<file path="src/rtl/rws_pkg.sv">
// Shared types and constants for the roulette wheel selector.
// No dependencies; every other file in the block imports this package.
`default_nettype none

package rws_pkg;

	// Wheel geometry and fitness format.
	localparam int POP_MAX      = 256;
	localparam int FITNESS_BITS = 16;
	localparam int IDX_W        = $clog2(POP_MAX);
	localparam int POP_W        = $clog2(POP_MAX + 1);
	localparam int DRAW_W       = 8;
	localparam int SUM_W        = FITNESS_BITS + IDX_W + 1;

	// Configuration port.
	localparam int CFG_POP_W = 9;
	localparam int ADDR_W    = 3;
	localparam int DATA_W    = 32;

	// Register indexes, taken from the word address.
	localparam logic REG_POP_SIZE    = 1'b0;
	localparam logic REG_AVG_FITNESS = 1'b1;

	// Request kinds.
	localparam logic REQ_WRITE  = 1'b0;
	localparam logic REQ_SELECT = 1'b1;

	// Commands from the controller to the datapath.
	typedef struct packed {
		logic write;
		logic start;
		logic step;
		logic load;
	} rws_cmd_t;

	// Status from the datapath to the controller.
	typedef struct packed {
		logic zero_target;
		logic walk_last;
	} rws_stat_t;

endpackage

`default_nettype wire

</file>
<file path="src/rtl/rws_regs.sv">
// Configuration registers behind the APB-style port: pop_size and avg_fitness.
// Depends on rws_pkg.
`default_nettype none

module rws_regs (
	input  wire logic                          clk,
	input  wire logic                          arst_n,
	input  wire logic                          psel,
	input  wire logic                          penable,
	input  wire logic                          pwrite,
	input  wire logic [rws_pkg::ADDR_W-1:0]    paddr,
	input  wire logic [rws_pkg::DATA_W-1:0]    pwdata,
	output logic      [rws_pkg::DATA_W-1:0]    prdata,
	output logic                               pready,
	output logic      [rws_pkg::CFG_POP_W-1:0] pop_size_q,
	output logic      [rws_pkg::FITNESS_BITS-1:0] avg_fitness_q
);
	import rws_pkg::*;

	logic reg_idx;
	logic wr_en;

	assign pready  = 1'b1;
	assign reg_idx = paddr[2];
	assign wr_en   = psel && penable && pwrite && pready;

	// Register writes complete in the access phase.
	always_ff @(posedge clk or negedge arst_n) begin
		if (!arst_n) begin
			pop_size_q    <= CFG_POP_W'(POP_MAX);
			avg_fitness_q <= '0;
		end else if (wr_en) begin
			unique case (reg_idx)
				REG_POP_SIZE:    pop_size_q    <= pwdata[CFG_POP_W-1:0];
				REG_AVG_FITNESS: avg_fitness_q <= pwdata[FITNESS_BITS-1:0];
			endcase
		end
	end

	// Read data follows the address.
	always_comb begin
		unique case (reg_idx)
			REG_POP_SIZE:    prdata = DATA_W'(pop_size_q);
			REG_AVG_FITNESS: prdata = DATA_W'(avg_fitness_q);
		endcase
	end

endmodule

`default_nettype wire

</file>
<file path="config.mk">
export PLATFORM = sky130hd
export DESIGN_NAME = rws_regs
export DESIGN_NICKNAME = d
export VERILOG_FILES = /design/src/rtl/rws_pkg.sv /design/src/rtl/rws_regs.sv
export SDC_FILE = /design/constraint.sdc
export NUM_CORES = 1
export LEC_CHECK = 0
export ABC_AREA = 1
export ABC_CLOCK_PERIOD_IN_PS = 970
export BUFFER_PORTS_ARGS = -buffer_cell sky130_fd_sc_hd__buf_2
export CELL_PAD_IN_SITES_DETAIL_PLACEMENT = 0
export CELL_PAD_IN_SITES_GLOBAL_PLACEMENT = 2
export CORE_UTILIZATION = 19
export CTS_CLUSTER_DIAMETER = 60
export DETAILED_ROUTE_END_ITERATION = 7
export PLACE_DENSITY_LB_ADDON = 0.1
export SETUP_SLACK_MARGIN = 0.2
export SYNTH_ARGS = -nofsm -noshare
export SYNTH_HDL_FRONTEND = slang
export SYNTH_SLANG_ARGS = --single-unit
</file>
<file path="constraint.sdc">
create_clock -name clk -period 0.97 [get_ports clk]
set_input_delay 0.097 -clock clk [delete_from_list [all_inputs] [get_ports clk]]
set_output_delay 0.097 -clock clk [all_outputs]
set_load 0.01 [all_outputs]
</file>
Word-level counts from Yosys, hierarchy flattened
Index checks and enable logic that the tools add are counted.
- flip-flop bits (word level): 25
- output and inout bits: 58
- word-level logic and storage cells: 8
- input bits: 40
- reductions and logical operators: 4
- muxes and demuxes: 1
- bitwise logic cells: 1
- operators by type and width (cell ; number):
    one-hot mux 32 bit (2 select lines) ; 1
    AND reduction 2 bit ; 2
    logical AND 1 bit ; 2
    NOT 1 bit ; 1

Logic depth before layout (Yosys ltp)
Gate-level depths: netlist of the first run.
- depth in word-level cells: 3
- depth in mapped cells: 5
- gate-level depth less buffers: 4

Worst setup path after synthesis of the first run
No wires, ideal clock.
- path type: input to output
- from: in paddr[2] in the netlist's numbering
- to: out prdata[0] in the netlist's numbering
- arrival time: 700 ps
- setup slack: 173 ps
- data required time: 873 ps
- stages on the path: 5
- path through: buf_2 inv_2 buf_2 nand2_1 nand2_1
- cells in the longest elaborated chain, start to end: 2
- ends and longest elaborated chain (element ; line ; text):
    from (decl) ; rws_regs.sv:11 ; input wire logic [rws_pkg::ADDR_W-1:0] paddr,
    NOT 1 bit ; - ;
    one-hot mux 32 bit (2 select lines) * ; rws_regs.sv:42 ; unique case (reg_idx)
    to (decl) ; rws_regs.sv:13 ; output logic [rws_pkg::DATA_W-1:0] prdata,
Mark *: on every way between the ends. The rest lies on a longest branch, timed or not. The select of a mux whose other input is x is not followed.

Worst setup path after layout of the first run
- from: reg pop_size_q[8] in the netlist's numbering
- to: out prdata[8] in the netlist's numbering
- cells in the longest elaborated chain, start to end: 1
- ends and longest elaborated chain (element ; line ; text):
    from (decl) ; rws_regs.sv:15 ; output logic [rws_pkg::CFG_POP_W-1:0] pop_size_q,
    from (signal assigned) ; rws_regs.sv:30 ; pop_size_q <= CFG_POP_W'(POP_MAX);
    from (signal assigned) ; rws_regs.sv:34 ; REG_POP_SIZE: pop_size_q <= pwdata[CFG_POP_W-1:0];
    one-hot mux 32 bit (2 select lines) ; rws_regs.sv:42 ;
No other way between the ends. The select of a mux whose other input is x is not followed.

==> results.md, run 1 <==
* Status: finished, violations left
* Share of layout cells above drive strength 1 at 0.3865
* Cell Pwr Density at 1645 nW/um2
* Most used cell, CP: nand2_2
* Worst Slack Setup Final at -0.1613 ns
* Worst Path Arrival at 1.03 ns
* Die Ht at 85.55 um
* Final TNS setup at -0.7865 ns
* Failing checks: negative setup slack
* Detailed Routing Iterations Pass 1 at 4
* Min cycle time layout at 1.131 ns
* Cell area after layout at 1931 um2
* Synth Area per Inst at 7.622 um2
* Inserted Diodes at 0
* Area taken by multi-input logic gates at 568.0 um2
* WHS at 0.05615 ns
* Synth Register Bits at 25
* Cell count after synthesis at 174
* Remaining antenna violation count after routing at 0
* Initial antenna violation count at 0
* Reg clk slew, reported paths at 0.09 ns
* Worst-Skew Late Latency at 0.27 ns
* Sequential-to-total area share from yosys stat at 0.4726
* Vias at 1288
* Drt wl/cell at 11.83 um
* Yosys warning total at 0
* Cell Area, Synth at 1326 um2
* I/O Pins at 98
* Max-slew violation total from the final report at 0
* Slowest-stage cell, CP: dfstp_2
* Gpl congestion at 0.6386
* First-pass GRT wire length at 6417 um
* Hold path start: pwdata[8]
* CORE AREA at 6756 um2
* Clk root buf: clkbuf_8
* Period utilisation layout at 1.166
* Worst Path Required at 0.87 ns
* Top post-synthesis cells by area: dfrtp_1 (45%), nand2_1 (24%), buf_4 (9.6%)
* Placed Cells at 314
* HPWL Detailed at 2728 um
* Crit end category: output pin
* Final number of setup-violating endpoints at 18
* Die Wd at 85.55 um
* Synth unique cells at 14
* Initial Utilization at 0.1963
* Clock skew at 0 ns
* Worst-path cell chain: nand2_2, nand2_2, buf_6
* CP Class: reg2out
* Clk sink count at 25
* Fin nets at 292
* Die area at 7319 um2
* Largest net degree at the start of global routing at 26
* Register Area at 626.9 um2
* Area delta synth->final at 45.57%
* Gr ovfl total at 0
* CTS Buf Count at 3
* Finished Layout Cells at 331
* Vias/cell at 3.891
* FP Rows at 30
* CP max FO at 3
* Hold Vio Cnt, Final at 0
* Top-area cell type share of the netlist area at 0.4528
* Number of global-route vias before repair at 1219
* Layout fillers at 756
* Number of port buffers at 62
* H-tree levels at 1
* DRT iter0 DRCs at 51
* Clock tree buffer depth at 2
* Worst setup startpoint: pop_size_q[8]
* CP peak stage delay at 0.56 ns
* Synth area leader: dfrtp_1
* Final wirelength at 3916 um
* Residual DRC at 0
* R2R Path Start: avg_fitness_q[4]
* HP Class: in2reg
* Max Fclk at 883.9 MHz
* Placed cell area at 1724 um2
* Startpoint class of the critical path: flop
* Total track usage at 0.1133
* Max cap viols at 0
* CTS tree: yes
* Leakage power at 1.171 nW
* Peak VDD IR at 0.4684 mV
* RSZ-0062 raised after global routing: true
-- what timing repair did --
item                                   CTS  global route
pin swaps                               13             6
setup endpoints to repair               41            43
buffers inserted                         4             8
hold buffers                             1             0
cloned                                   0             0
endpoints found under the hold margin   25             0
resized for setup                        3            11
-- state kept, by name (all words and copies together) (netlist names) --
| signal | cells |
|---|---|
| avg_fitness_q | 16 |
| pop_size_q | 9 |
-- cells in the mapped netlist, drive strengths merged --
cell type / count
dfrtp: 24
clkbuf: 1
conb: 2
inv: 9
buf: 24
nand2: 85
nand3: 25
nor2: 1
nand4: 2
dfstp: 1
-- layout by cell type, fill, tap and decap left out --
| cell | Yosys | routed |
|---|---|---|
| buf_4 | 17 | 14 |
| dfstp_2 | 1 | 1 |
| dfrtp_1 | 24 | 24 |
| nor2_4 | 1 | 1 |
| conb_1 | 2 | 17 |
| clkbuf_1 | 1 | 1 |
| nand4_2 | 2 | 1 |
| inv_1 | 7 | 7 |
| nand3_1 | 25 | 25 |
| buf_12 | 0 | 3 |
| nand2_1 | 85 | 79 |
| inv_2 | 2 | 2 |
| buf_6 | 2 | 9 |
| nand4_4 | 0 | 1 |
| clkbuf_8 | 0 | 3 |
| nand2_2 | 0 | 6 |
| buf_2 | 4 | 56 |
| dlygate4sd3_1 | 0 | 1 |
-- cell families after synthesis --
logic type             count (synthesis)  share of synthesized area
buffers and inverters                 34                     0.1594
other                                  2                   0.005662
and+or+nand+nor                      113                     0.3623
DFF                                   25                     0.4726
-- report_power, final --
part | switching [mW] | internal, mW
Clock | 0.340 | 0.294
Combinational | 0.578 | 0.563
Sequential | 0.157 | 1.24
Total | 1.08 | 2.10
-- through the flow --
| step | worst slack (ns) | util | total power, mW |
|---|---|---|---|
| 6_report | -0.1613 | 0.2857 | 3.175 |
| 4_1_cts | -0.1783 | 0.2706 | 3.082 |
| 2_1_floorplan | 0.1812 | - | 1.927 |
| 3_3_place_gp | 0.08501 | 0.2552 | 2.357 |
| 5_1_grt | -0.2057 | 0.2857 | 3.434 |
| 3_5_place_dp | 0.08332 | 0.2552 | 2.355 |
-- final timing paths --
kind | cells past startpoint | slack (ns) | end
max | 3 | -0.16 | prdata[8]
min | 3 | 0.06 | pop_size_q[8]
max reg2reg | 3 | 0.23 | avg_fitness_q[4]
min reg2reg | 2 | 0.48 | pop_size_q[8]
max in group asynchronous | 3 | 0.36 | pop_size_q[7]
min in group asynchronous | 2 | 0.24 | avg_fitness_q[14]
-- area by class of cell --
cell class | instances | share of cell area
Tap cell | 80 | 0.05185
Sequential cell | 25 | 0.3247
Multi-Input combinational cell | 130 | 0.2942
Inverter | 9 | 0.01750
Clock buffer | 4 | 0.02333
Timing Repair Buffer | 83 | 0.2884
-- per-layer routing --
layer / vias to the layer above / wire length, um / global-route usage
met4: 0 / 15 / 0.03182
li1: 660 / - / -
met3: 2 / 211 / 0.02021
met2: 46 / 1789 / 0.1855
met5: - / 0 / 0
met1: 580 / 1899 / 0.1538
-- critical path, delay by kind of cell (launching register included) --
| family | cells | cell delay (ns) |
|---|---|---|
| flops | 1 | 0.56 |
| simple gates | 2 | 0.12 |
| buf+inv | 1 | 0.09 |
(Power assumes the default switching activity.)
==> inputs of run 2 (changes only) <==
Settings changed: BUFFER_PORTS_ARGS -buffer_cell sky130_fd_sc_hd__buf_2 to unset, CORE_UTILIZATION 19 to 25, DONT_BUFFER_PORTS set to 1.
==> run 2 against run 1 <==
Compared with the run above:
- the run ends with negative hold slack, negative setup slack left
- first-iteration DRC count up 2.0%
- count of clock-buffer cells in the layout unchanged
- clock skew unchanged
- combinational power down 53%
- critical path type unchanged
- critical endpoint unchanged
==> results.md, run 2 (synthesized netlist as in run 1, its figures left out) <==
* CTS Buf Count at 3
* Clock tree buffer depth at 2
* Drt wl/cell at 12.63 um
* Hold Vio Cnt, Final at 15
* Status: finished, violations left
* CTS tree: yes
* Clk sink count at 25
* Peak VDD IR at 0.5151 mV
* Failing checks: negative hold slack, negative setup slack
* Register Area at 633.1 um2
* Detailed Routing Iterations Pass 1 at 4
* Period utilisation layout at 1.113
* Gr ovfl total at 0
* Area delta synth->final at 21.79%
* CP bufs+invs at 0
* HPWL Detailed at 2276 um
* Initial Utilization at 0.2597
* CP max FO at 3
* Total track usage at 0.1206
* HP Class: in2reg
* Biggest regs: avg_fitness_q: 16 flops, pop_size_q: 9 flops
* Final number of setup-violating endpoints at 3
* Worst Slack Setup Final at -0.1098 ns
* Clk root buf: clkbuf_8
* Slowest-stage cell, CP: dfstp_2
* FP Rows at 26
* Clock skew at 0 ns
* Leakage power at 0.8525 nW
* Share of layout cells above drive strength 1 at 0.2147
* Commonest non-fill, non-tap cells in the layout: nand2_1 (71), nand3_1 (25), dfrtp_1 (19), conb_1 (17), dlygate4sd3_1 (17)
* Commonest non-fill, non-tap cell in the layout: nand2_1
* I/O Pins at 98
* # hold bufs at CTS at 18
* Startpoint class of the critical path: flop
* CP peak stage delay at 0.59 ns
* Largest register FFs at 16
* Worst-path cell chain: nand2_2, nand2_2
* DRT iter0 DRCs at 52
* Fin nets at 232
* Residual DRC at 0
* Die Ht at 74.84 um
* Inserted Diodes at 0
* Initial antenna violation count at 0
* Max Fclk at 926.1 MHz
* RSZ-0062 raised after global routing: true
* Final wirelength at 3296 um
* Most used cell, CP: nand2_2
* WHS at -0.03002 ns
* Number of port buffers at 0
* Worst Path Arrival at 0.98 ns
* Final core utilization at 0.3163
* First-pass GRT wire length at 4954 um
* Vias at 1082
* Worst Path Required at 0.87 ns
* Worst-Skew Late Latency at 0.26 ns
* Post-CTS setup repair buffer count at 0
* Max-slew violation total from the final report at 0
* Largest Register: avg_fitness_q
* H-tree levels at 1
* CORE AREA at 5107 um2
* Reg clk slew, reported paths at 0.09 ns
* Area taken by multi-input logic gates at 588.1 um2
* Largest net degree at the start of global routing at 35
* Vias/cell at 4.146
* CP Class: reg2out
* Gpl congestion at 0.6173
* Die Wd at 74.84 um
* Remaining antenna violation count after routing at 0
* Cell Pwr Density at 1664 nW/um2
* Max cap viols at 0
* Crit end category: output pin
* Crit path max-delay family: flip-flops
* Die area at 5600 um2
* Number of global-route vias before repair at 1009
* Dpl ws at 0.1703 ns
* Layout fillers at 589
* Min cycle time layout at 1.080 ns
-- run 2: through the flow --
stage          cell area (um2)  power (mW)  instances  TNS (ns)
2_1_floorplan             1400       1.927        189         0
3_3_place_gp              1341       1.954        239         0
3_5_place_dp              1341       1.966        239         0
4_1_cts                   1599       2.741        261   -0.3195
5_1_grt                   1615       2.901        261   -0.8213
6_report                  1615       2.687        261   -0.1219
-- run 2: what timing repair did --
item                       CTS  global route
setup endpoints to repair   41            42
hold endpoints to repair    50            16
pin swaps                   24            18
gates resized for setup     16             9
-- run 2: path summary, 6_finish.rpt --
path	start	endpoint	slack, ns	cells past startpoint
max in group asynchronous	arst_n	pop_size_q[8]	0.47	2
hold reg to reg	pop_size_q[8]	pop_size_q[8]	0.51	2
setup / recovery	pop_size_q[8]	prdata[8]	-0.11	2
min in group asynchronous	arst_n	avg_fitness_q[9]	0.27	2
hold / removal	paddr[2]	avg_fitness_q[3]	-0.03	2
setup reg to reg	pop_size_q[8]	pop_size_q[8]	0.21	2
-- run 2: layout make-up --
type / instances / share of cell area
Multi-Input combinational cell: 130 / 0.3641
Clock buffer: 4 / 0.02789
Tap cell: 70 / 0.05422
Timing Repair Buffer: 23 / 0.1410
Inverter: 9 / 0.02091
Sequential cell: 25 / 0.3919
-- run 2: power breakdown --
| group | switching (mW) | internal, mW | leakage, nW |
|---|---|---|---|
| Sequential | 0.287 | 1.25 | 0.306 |
| Clock | 0.322 | 0.293 | 0.0228 |
| Combinational | 0.329 | 0.206 | 0.524 |
| Total | 0.938 | 1.75 | 0.852 |
-- run 2: per-layer routing --
| layer | global-route usage | up-vias | routed length (um) |
|---|---|---|---|
| met5 | 0 | - | 0 |
| met1 | 0.1524 | 506 | 1468 |
| met2 | 0.2002 | 39 | 1620 |
| met3 | 0.02945 | 2 | 186 |
| met4 | 0.04403 | 0 | 22 |
| li1 | - | 535 | - |
