===== src/rtl/rws_pkg.sv =====
// Shared types and constants for the roulette wheel selector.
// No dependencies; every other file in the block imports this package.
`default_nettype none

package rws_pkg;

	// Wheel geometry and fitness format.
	localparam int POP_MAX      = 256;
	localparam int FITNESS_BITS = 16;
	localparam int IDX_W        = $clog2(POP_MAX);
	localparam int POP_W        = $clog2(POP_MAX + 1);
	localparam int DRAW_W       = 8;
	localparam int SUM_W        = FITNESS_BITS + IDX_W + 1;

	// Configuration port.
	localparam int CFG_POP_W = 9;
	localparam int ADDR_W    = 3;
	localparam int DATA_W    = 32;

	// Register indexes, taken from the word address.
	localparam logic REG_POP_SIZE    = 1'b0;
	localparam logic REG_AVG_FITNESS = 1'b1;

	// Request kinds.
	localparam logic REQ_WRITE  = 1'b0;
	localparam logic REQ_SELECT = 1'b1;

	// Commands from the controller to the datapath.
	typedef struct packed {
		logic write;
		logic start;
		logic step;
		logic load;
	} rws_cmd_t;

	// Status from the datapath to the controller.
	typedef struct packed {
		logic zero_target;
		logic walk_last;
	} rws_stat_t;

endpackage

`default_nettype wire


===== src/rtl/rws_ctrl.sv =====
// Controller state machine: input and output handshakes and walk sequencing.
// Depends on rws_pkg; drives the datapath through rws_cmd_t.
`default_nettype none

module rws_ctrl (
	input  wire logic               clk,
	input  wire logic               arst_n,
	input  wire logic               in_valid,
	input  wire logic               req_type,
	output logic                    in_ready,
	output logic                    out_valid,
	input  wire logic               out_ready,
	input  wire rws_pkg::rws_stat_t stat,
	output rws_pkg::rws_cmd_t       cmd
);
	import rws_pkg::*;

	typedef enum logic [1:0] {
		ST_IDLE,
		ST_WALK,
		ST_FINISH
	} state_t;

	state_t state_q;
	logic   take;
	logic   out_free;

	assign in_ready = (state_q == ST_IDLE);
	assign take     = in_valid && in_ready;
	assign out_free = !out_valid || out_ready;

	// Commands decoded from the current state and the handshakes.
	always_comb begin
		cmd.write = take && (req_type == REQ_WRITE);
		cmd.start = take && (req_type == REQ_SELECT);
		cmd.step  = (state_q == ST_WALK);
		cmd.load  = (state_q == ST_FINISH) && out_free;
	end

	// State and the result valid flag.
	always_ff @(posedge clk or negedge arst_n) begin
		if (!arst_n) begin
			state_q   <= ST_IDLE;
			out_valid <= 1'b0;
		end else begin
			if (cmd.load) begin
				out_valid <= 1'b1;
			end else if (out_ready) begin
				out_valid <= 1'b0;
			end
			unique case (state_q)
				ST_IDLE: begin
					if (cmd.start) begin
						state_q <= stat.zero_target ? ST_FINISH : ST_WALK;
					end
				end
				ST_WALK: begin
					if (stat.walk_last) begin
						state_q <= ST_FINISH;
					end
				end
				ST_FINISH: begin
					if (out_free) begin
						state_q <= ST_IDLE;
					end
				end
				default: state_q <= ST_IDLE;
			endcase
		end
	end

endmodule

`default_nettype wire


===== config.mk =====
export PLATFORM = sky130hd
export DESIGN_NAME = rws_ctrl
export DESIGN_NICKNAME = d
export VERILOG_FILES = /design/src/rtl/rws_pkg.sv /design/src/rtl/rws_ctrl.sv
export SDC_FILE = /design/constraint.sdc
export NUM_CORES = 1
export LEC_CHECK = 0
export ABC_AREA = 1
export BUFFER_PORTS_ARGS = -buffer_cell sky130_fd_sc_hd__buf_2
export CORE_AREA = 2 2 39 41
export DETAILED_ROUTE_END_ITERATION = 7
export DIE_AREA = 0 0 41 43
export HOLD_SLACK_MARGIN = 0.1
export PLACE_DENSITY = 0.47
export SLEW_MARGIN = 40
export SYNTH_ARGS = -nofsm -noshare
export SYNTH_HDL_FRONTEND = slang
export SYNTH_SLANG_ARGS = --single-unit

===== constraint.sdc =====
create_clock -name clk -period 2.4 [get_ports clk]
set_clock_uncertainty 0.05 [all_clocks]
set_input_delay 0.48 -clock clk [delete_from_list [all_inputs] [get_ports clk]]
set_output_delay 0.48 -clock clk [all_outputs]
set_load 0.02 [all_outputs]

Word level (Yosys, flattened, before mapping)
Index checks and enable logic that the tools add are counted.
- eq/ne operators: 5
- muxes and demuxes: 7
- bitwise logic cells: 1
- reductions and logical operators: 9
- operators with widths (kind ; number):
    2-bit 2-to-1 mux ; 4
    2-bit one-hot mux with 3 select lines ; 1
    1-bit logical AND ; 4
    2-bit != test, second input constant ; 2
    3-bit AND reduction ; 1
    2-bit by 1-bit == test with 1-bit output, second input constant ; 1
    2-bit == test, second input constant ; 1
    2-bit logical NOT ; 1
    1-bit 2-to-1 mux ; 2
    2-bit by 1-bit != test with 1-bit output, second input constant ; 1
    2-bit nonzero test ; 1
    1-bit logical NOT ; 1
    1-bit logical OR ; 1
    1-bit inverter ; 1
- flip-flop bits (word level): 3
- bits of input ports: 7
- output and inout port bits: 6
- logic and storage cells: 24

Depth between registers and ports, before layout
Gate-level depths: netlist of the first run.
- word-level depth: 5
- gate-level depth with buffers: 6

Least setup slack after synthesis of the first run
Ideal clock, no wire load.
- kind: register to output
- from: register state_q[0]
- to: output cmd[2] in the netlist's numbering
- arrival time: 1221 ps
- setup slack: 649 ps
- stages on the path, launching flop included: 4
- buffers on the path: 0
- cell sequence: dfrtp_1 > nor2_1 > nand2_1 > nor2_1
- RTL lines (element ; RTL line ; RTL):
    start, declared ; rws_ctrl.sv:24 ; state_t state_q;
    start signal, assigned ; rws_ctrl.sv:54 ; state_q <= stat.zero_target ? ST_FINISH : ST_WALK;
    end, declared ; rws_ctrl.sv:14 ; output rws_pkg::rws_cmd_t cmd

==> summary.txt, run 1 <==
Layout cells sized above 1: 42.9%
Post-synthesis sequential area ratio: 35.3%
CP Max Fanout: 5
FF+latch count, synth: 3
Final WL: 425 um
Clock Sinks: 3
Ys Warns: 0
Synth cell types: 11
Vias/cell: 3.31
CORE AREA: 1380 um2
Wirelength per Cell: 6.54 um
Area grow syn2layout: 54.7%
Status: complete, no violations
Die Wd: 41 um
Synth Area in XOR/XNOR: 0%
Worst setup startpoint: state_q[0]
Fill count: 160
Drt drc: 0
Fin crit period: 1720 ps
Root Buffer: clkbuf_4
Worst r2r src: state_q[0]
Initial DRC count: 3
Setup violators final: 0
Adder-cell area share of the yosys netlist: 0%
Leakage: 0.206 nW
I/O pins: 13
Row count: 14
Finished Layout Cells: 65
Post-synth top cells: 8 x inv_1, 6 x nand2_1, 6 x nor2_1
Dpl cells: 60
Synthesized area per cell: 6.65 um2
Max cap viols: 0
Async set-reset flop share out of synthesis: 100%
Syn_nets: 39
Post-synth top flop: dfrtp_1
Largest family of logic cells by synthesized area: simple AND/OR/NAND/NOR gates
Antenna violations before repair: 0
Vias in the first global route: 199
CTS clock-pin slew for the worst setup and hold paths: 40 ps
Largest net degree at the start of global routing: 6
Area contributors post-synth: dfrtp_1 35%, inv_1 14%, nand2_1 11%
Initial core utilization: 15.4%
Post-synthesis mux area share: 0%
CTS tree: built
First-pass GRT wire length: 669 um
Kind of critical path: flip-flop to output pin
Final max-slew violation count: 0
Multi-input gate area: 104 um2
Tot GR Track Use: 6.33%
Vias: 215
Final Hold Viols: 0
Synth Area in Simple Gates: 44.7%
GRT overflow: 0
Final TNS setup: 0 ps
H-Tree Depth: 1
Most common cell in the synthesized netlist: inv_1
Post-synth EDFFs: 0
Critical Path End Type: output pin
Fmax: 582 MHz
Die H: 43 um
IO Port Bufs: 12
Req. time, crit path: 1870 ps
Antenna-violating nets left: 0
Cell Area, Synth: 213 um2
Die ar.: 1760 um2
# nets final: 57
Final period util: 71.5%
Synth area leader: dfrtp_1
Inserted Diodes: 0
Slew at the pin closest to its max-slew limit: 211 ps
CP arrival: 1190 ps
Post-DP HPWL: 366 um
Post-synthesis compound-gate area fraction: 4.12%
Pwr dens: 1110 nW/um2
Register area: 75.1 um2
GP Congestion: 0.682
Startpoint types: flip-flop
Worst VDD drop: 0.000322 V
Worst Min Path Start: out_ready
Synth Instances: 32
Slew HR: 85.9%
CTS Buf Count: 3
Post-synth top area share: 35.3%
CTS Buffer Depth: 2
HP Class: input port to flip-flop
RSZ-0062 raised after global routing: false
Clk_lat worst skew: 230 ps
DR pass1 iterations: 2
## per-layer routing
layer,part of all wire (%),vias to the layer above,global-route usage (%)
met2,41,8,6.88
met4,0,0,8.00
met5,0,-,0
met1,54,82,7.42
li1,-,125,-
met3,4.9,0,3.14
## logic make-up (layout without fill, tap and decap cells)
logic type | count (synthesis) | in the layout
AOI/OAI and AO/OA | 1 | 1
buffers and inverters | 9 | 26
DFF | 3 | 3
and+or+nand+nor | 19 | 19
## flip-flops by register name, summed over array words and instances (netlist names)
name       count
out_valid      1
state_q        2
## per-stage QoR
stage	total power, mW	cell area [um2]	worst slack [ps]	utilization [%]	hold slack (ps)
after detailed placement	0.280	293	922	21.2	228
after global placement	0.280	293	943	21.2	228
after global routing	0.397	329	583	23.8	473
final	0.364	329	683	23.8	462
after CTS	0.373	329	665	23.8	458
after floorplan	0.225	213	649	-	134
## timing repair
item                      CTS  global route
hold buffers                1             0
resized for setup           0             0
hold endpoints to repair    3             0
setup buffers               0             0
## worst max-delay path: stages, from the launching register on
cell,delay [ps]
dfrtp_1,400
nor2_1,210
nand2_1,100
nor2_1,90
buf_2,160
## worst paths after layout
kind                         endpoint  slack, ps  depth (start not counted)
setup / recovery               cmd[3]        680                          4
hold / removal              out_valid        460                          4
setup reg to reg           state_q[0]       1370                          6
hold reg to reg             out_valid        470                          2
max in group asynchronous  state_q[0]       1670                          2
min in group asynchronous   out_valid        530                          2
## cells in the final DEF, fill, tap and decap left out
cell and n:
buf_2 12, inv_1 8, nand2_1 6, nor2_1 6, clkbuf_4 3, dfrtp_1 3
nor2_2 2, nand3_1 2, inv_2 1, nand2_4 1, nor2_4 1, o21ai_2 1
nor3_1 1, clkbuf_1 1, dlygate4sd3_1 1
## cell type report
type,count,share of cell area (%)
Clock buffer,4,7.98
Sequential cell,3,22.8
Inverter,9,10.3
Tap cell,16,6.08
Timing Repair Buffer,13,21.3
Multi-Input combinational cell,20,31.6
## power breakdown
| part | total (mW) | leakage [nW] | internal (mW) | switching (mW) |
|---|---|---|---|---|
| logic | 0.184 | 0.152 | 0.0657 | 0.119 |
| registers | 0.0931 | 0.0384 | 0.0716 | 0.0215 |
| clock network | 0.0866 | 0.0150 | 0.0622 | 0.0244 |
| total | 0.364 | 0.206 | 0.199 | 0.165 |
Note: power is estimated with default switching activity, not from simulation.
==> inputs of run 2 (changes only) <==
- ABC_AREA: 1 -> 0
- PLACE_DENSITY: 0.47 -> 0.44
- clock period: 2.4 -> 1.8 ns (I/O delays scaled with it)
==> summary.txt, run 2 <==
Hold Buf Count CTS: 1 (unchanged)
Net Sw Power: 0.0867 mW (-47%)
Vias: 190 (-12%)
Post-CTS resize count: 0 (unchanged)
Multi-input gate area: 92.6 um2 (-11%)
Pre-CTS WS: 426 ps (-496 ps)
CORE AREA: 1380 um2 (unchanged)
Clock Power Share: 41.1% (+17 points)
Fin crit period: 1620 ps
FF+latch count, synth: 3 (unchanged)
Area grow syn2layout: 66.4%
I/O pins: 13 (unchanged)
Total chip power: 0.281 mW (-23%)
Dpl cells: 45 (-25%)
Final Hold Viols: 0 (unchanged)
Fill count: 154 (-3.8%)
Int Pwr: 0.194 mW (-2.8%)
Top reg by flops: state_q
Async set-reset flop share out of synthesis: 100% (unchanged)
Final TNS setup: 0 ps (unchanged)
Antenna-violating nets left: 0 (unchanged)
Startpoint types: flip-flop
Combinational Power Share: 26.9% (-24 points)
Initial core utilization: 12.7% (-2.7 points)
Most frequent cells in the layout: 12 x buf_2, 3 x clkbuf_4, 3 x dfrtp_1
Clk_lat worst skew: 230 ps (about the same)
Drt drc: 0 (unchanged)
CTS clock-pin slew for the worst setup and hold paths: 40 ps (about the same)
Slowest cell on crit path: dfrtp_1
Slew HR: 81.9% (-4.0 points)
Tot GR Track Use: 6.33% (unchanged)
Layout cells sized above 1: 44.1% (+1.3 points)
Clock Sinks: 3 (unchanged)
Max cap viols: 0 (unchanged)
CTS Buffer Depth: 2 (unchanged)
H-Tree Depth: 1 (unchanged)
Ys Warns: 0 (unchanged)
Synth Instances: 17 (-47%)
Final WS setup: 180 ps (-503 ps)
Req. time, crit path: 1390 ps (-480 ps)
Area contributors post-synth: dfrtp_1 43%, and4bb_1 7.1%, nand4bb_1 6.4%
Largest net degree at the start of global routing: 9 (+3)
Antenna violations before repair: 0 (unchanged)
HP Class: input port to flip-flop
CTS tree: built
Pwr dens: 963 nW/um2 (-13%)
DR pass1 iterations: 1 (-1)
Cell Area, Synth: 175 um2 (-18%)
First-pass GRT wire length: 676 um (+1.0%)
Final max-slew violation count: 0 (unchanged)
Setup violators final: 0 (unchanged)
Leakage: 0.150 nW (-27%)
Die Wd: 41 um (unchanged)
RSZ-0062 raised after global routing: false
Critical Path End Type: output pin
Inserted Diodes: 0 (unchanged)
Post-synth top cells: 3 x dfrtp_1, 2 x a21oi_1, 2 x inv_1
Buf/Inv on CP: 1 (unchanged)
Fmax: 617 MHz
Max FFs per register: 2 (unchanged)
Root Buffer: clkbuf_4
Post-synth top area share: 42.9% (+7.6 points)
IO Port Bufs: 12 (unchanged)
Post-synthesis sequential area ratio: 42.9% (+7.6 points)
Sw frac: 30.9% (-14 points)
Top flop regs: state_q x2, out_valid x1
CP arrival: 1210 ps (+20 ps)
Post-synth EDFFs: 0 (unchanged)
CP Max Fanout: 8 (+3)
# nets final: 42 (-26%)
Status: complete, no violations
CP max stage delay: 440 ps (+40 ps)
Die ar.: 1760 um2 (unchanged)
CTS Buf Count: 3 (unchanged)
Synth cell types: 13 (+2)
Final period util: 90.0%
Wirelength per Cell: 9.12 um (+39%)
Die H: 43 um (unchanged)
Final WL: 456 um (+7.3%)
Slew at the pin closest to its max-slew limit: 267 ps (+56.6 ps)
Post-CTS Setup Inserts: 0 (unchanged)
Synthesized area per cell: 10.3 um2 (+55%)
Top cell family by delay on the critical path: flip-flops
Fin util: 21.1% (-2.7 points)
Worst VDD drop: 0.000259 V (-20%)
Vias in the first global route: 169 (-15%)
Synth area leader: dfrtp_1
Kind of critical path: flip-flop to output pin
Vias/cell: 3.80 (+15%)
Most common cell in the synthesized netlist: dfrtp_1
Crit path cell chain: or2b_1 -> a21oi_1 -> buf_2
Finished Layout Cells: 50 (-23%)
Post-synth top flop: dfrtp_1
Initial DRC count: 0 (-3)
Sequential power share: 31.9% (+6.3 points)
GP Congestion: 0.583 (-14%)
Commonest non-fill, non-tap cell in the layout: buf_2
Row count: 14 (unchanged)
Syn_nets: 24 (-38%)
GRT overflow: 0 (unchanged)
Post-DP HPWL: 354 um (-3.4%)
Register area: 75.1 um2 (unchanged)
-- run 2: changes by cell type in the layout (fill, tap and decap cells not counted), moves of 2 or more --
cell     before  now
a21oi_1       0    2
nor2_1        6    1
inv_1         8    2
nor2_2        2    0
nand2_1       6    0
nand3_1       2    0
-- run 2: final timing paths --
kind | from | end | slack (ps) | cells after the start
max in group asynchronous | arst_n | out_valid | 1180 | 2
worst min-delay path | out_ready | out_valid | 320 | 2
worst min register to register | state_q[1] | state_q[0] | 480 | 1
worst max-delay path | state_q[0] | cmd[0] | 180 | 3
min in group asynchronous | arst_n | state_q[0] | 410 | 2
worst max register to register | state_q[0] | state_q[1] | 650 | 2
-- run 2: per-layer routing --
layer | global-route usage [%] | part of all wire, %
met5 | 0 | 0
met4 | 4.00 | 0
met3 | 6.28 | 15
met2 | 7.50 | 36
met1 | 6.77 | 49
-- run 2: logic make-up (layout without fill, tap and decap cells) --
| logic type | Yosys count | after routing | synth area share (%) |
|---|---|---|---|
| simple gates | 8 | 8 | 38.6 |
| compound gates | 4 | 4 | 14.3 |
| flops | 3 | 3 | 42.9 |
| buf+inv | 2 | 19 | 4.29 |
-- run 2: metrics by stage --
stage / cell area (um2) / hold slack [ps]
after global routing: 292 / 329
after CTS: 292 / 318
after global placement: 255 / 112
after floorplan: 175 / 14.4
after detailed placement: 255 / 109
final: 292 / 324
-- run 2: layout make-up --
type	count	area share, %
Timing Repair Buffer	13	24.0
Tap cell	16	6.87
Inverter	2	2.58
Multi-Input combinational cell	12	31.8
Clock buffer	4	9.01
Sequential cell	3	25.8
-- run 2: power by group through the flow --
stage                     Sequential, mW  Combinational, mW  Clock [mW]
after floorplan                   0.0928             0.0410           0
after global placement            0.0907             0.0741           0
after detailed placement          0.0903             0.0743           0
after CTS                         0.0896             0.0764       0.123
after global routing              0.0919             0.0831       0.127
final                             0.0896             0.0756       0.116
==> inputs of run 3 (changes only) <==
- ABC_CLOCK_PERIOD_IN_PS: not set -> 1800
- RECOVER_POWER: not set -> 50
==> summary.txt, run 3 (synthesis results as in run 2) <==
Antenna violations before repair: 0 (unchanged)
Critical Path End Type: output pin
Final TNS setup: 0 ps (unchanged)
Clock Sinks: 3 (unchanged)
Combinational Power Share: 26.8% (about the same)
I/O pins: 13 (unchanged)
Final Hold Viols: 0 (unchanged)
# nets final: 42 (unchanged)
Root Buffer: clkbuf_4
Int Pwr: 0.194 mW (-0.17%)
Net Sw Power: 0.0868 mW (about the same)
Sequential power share: 32.0% (about the same)
Pwr dens: 966 nW/um2 (+0.33%)
Final WS setup: 180 ps (-0.498 ps)
Vias/cell: 3.80 (unchanged)
Slew at the pin closest to its max-slew limit: 267 ps (unchanged)
Top reg by flops: state_q
Layout cells sized above 1: 41.2% (-2.9 points)
Die Wd: 41 um (unchanged)
Status: complete, no violations
Fill count: 155 (+0.65%)
Die H: 43 um (unchanged)
Met1 Track Usage GR: 6.77% (unchanged)
CTS Buf Count: 3 (unchanged)
Leakage: 0.147 nW (-1.8%)
First-pass GRT wire length: 676 um (unchanged)
Inserted Diodes: 0 (unchanged)
Die ar.: 1760 um2 (unchanged)
CTS tree: built
Area grow syn2layout: 65.7%
Req. time, crit path: 1390 ps (about the same)
GP Congestion: 0.583 (unchanged)
Busiest grt layer: met2
Row count: 14 (unchanged)
Clock Power Share: 41.2% (about the same)
Commonest non-fill, non-tap cell in the layout: buf_2
Clk_lat worst skew: 230 ps (about the same)
CP arrival: 1210 ps (about the same)
Wirelength per Cell: 9.10 um (-0.22%)
CORE AREA: 1380 um2 (unchanged)
Most frequent cells in the layout: 11 x buf_2, 3 x clkbuf_4, 3 x dfrtp_1
Drt drc: 0 (unchanged)
Sw frac: 30.9% (+0.049 points)
Top cell family by delay on the critical path: flip-flops
Max FFs per register: 2 (unchanged)
Final max-slew violation count: 0 (unchanged)
Slowest cell on crit path: dfrtp_1
CP max stage delay: 440 ps (about the same)
Pre-CTS WS: 426 ps (unchanged)
Buf/Inv on CP: 1 (unchanged)
Kind of critical path: flip-flop to output pin
Fin crit period: 1620 ps (+0.498 ps)
Final period util: 90.0% (about the same)
Initial DRC count: 0 (unchanged)
IO Port Bufs: 12 (unchanged)
Slew HR: 81.9% (unchanged)
Antenna-violating nets left: 0 (unchanged)
Met3 global-route usage: 6.28% (unchanged)
Vias in the first global route: 169 (unchanged)
Setup violators final: 0 (unchanged)
Hold_ws: 324 ps (+0.290 ps)
M2 GR Usage: 7.50% (unchanged)
Post-CTS resize count: 0 (unchanged)
H-Tree Depth: 1 (unchanged)
Post-DP HPWL: 354 um (unchanged)
GRT overflow: 0 (unchanged)
Max cap viols: 0 (unchanged)
Tot GR Track Use: 6.33% (unchanged)
Post-CTS Setup Inserts: 0 (unchanged)
Largest net degree at the start of global routing: 9 (unchanged)
Vias: 190 (unchanged)
Fmax: 617 MHz (about the same)
Hold Buf Count CTS: 1 (unchanged)
Final WL: 455 um (-0.22%)
HP Class: input port to flip-flop
Startpoint types: flip-flop
DR pass1 iterations: 1 (unchanged)
Worst VDD drop: 0.000259 V (about the same)
Fin util: 21.0% (-0.090 points)
RSZ-0062 raised after global routing: false
CTS clock-pin slew for the worst setup and hold paths: 40 ps (about the same)
CP Max Fanout: 8 (unchanged)
Top flop regs: state_q x2, out_valid x1
Initial core utilization: 12.7% (unchanged)
Crit path cell chain: or2b_1 -> a21oi_1 -> buf_2
CTS Buffer Depth: 2 (unchanged)
==> run 3: power by group through the flow <==
| stage | combinational (mW) | sequential, mW | clock [mW] |
|---|---|---|---|
| detailed placement | 0.0743 | 0.0903 | 0 |
| finish | 0.0753 | 0.0896 | 0.116 |
| global route | 0.0828 | 0.0919 | 0.127 |
| global placement | 0.0741 | 0.0907 | 0 |
| floorplan | 0.0410 | 0.0928 | 0 |
| CTS | 0.0764 | 0.0896 | 0.123 |
==> run 3: routing by layer <==
layer	routed length (um)	share of wire, %	vias up
met1	220	48	80
met5	0	0	-
li1	-	-	97
met4	0	0	0
met2	165	36	13
met3	69	15	0
==> run 3: stage by stage <==
step                cell area [um2]  std cells  power [mW]
detailed placement              255         45       0.165
floorplan                       175         17       0.134
CTS                             292         50       0.289
global route                    290         50       0.302
global placement                255         45       0.165
finish                          290         50       0.280
==> run 3: worst register-to-register path, delay by kind of cell, from the launching register on <==
kind	cells	cell delay [ps]
flops	1	440
simple gates	1	200
compound gates	1	340
==> run 3: path summary, 6_finish.rpt <==
| check | depth (start not counted) | slack [ps] | from | endpoint |
|---|---|---|---|---|
| setup / recovery | 3 | 180 | state_q[0] | cmd[0] |
| hold / removal | 2 | 320 | out_ready | out_valid |
| setup reg to reg | 2 | 650 | state_q[0] | state_q[1] |
| hold reg to reg | 1 | 480 | state_q[1] | state_q[0] |
| max in group asynchronous | 2 | 1120 | arst_n | out_valid |
| min in group asynchronous | 2 | 420 | arst_n | state_q[0] |
==> run 3: layout make-up <==
class | count | area [um2] | share of cell area [%]
Clock buffer | 4 | 26.3 | 9.05
Sequential cell | 3 | 75.1 | 25.9
Inverter | 2 | 7.51 | 2.59
Tap cell | 16 | 20.0 | 6.90
Multi-Input combinational cell | 12 | 92.6 | 31.9
Timing Repair Buffer | 13 | 68.8 | 23.7
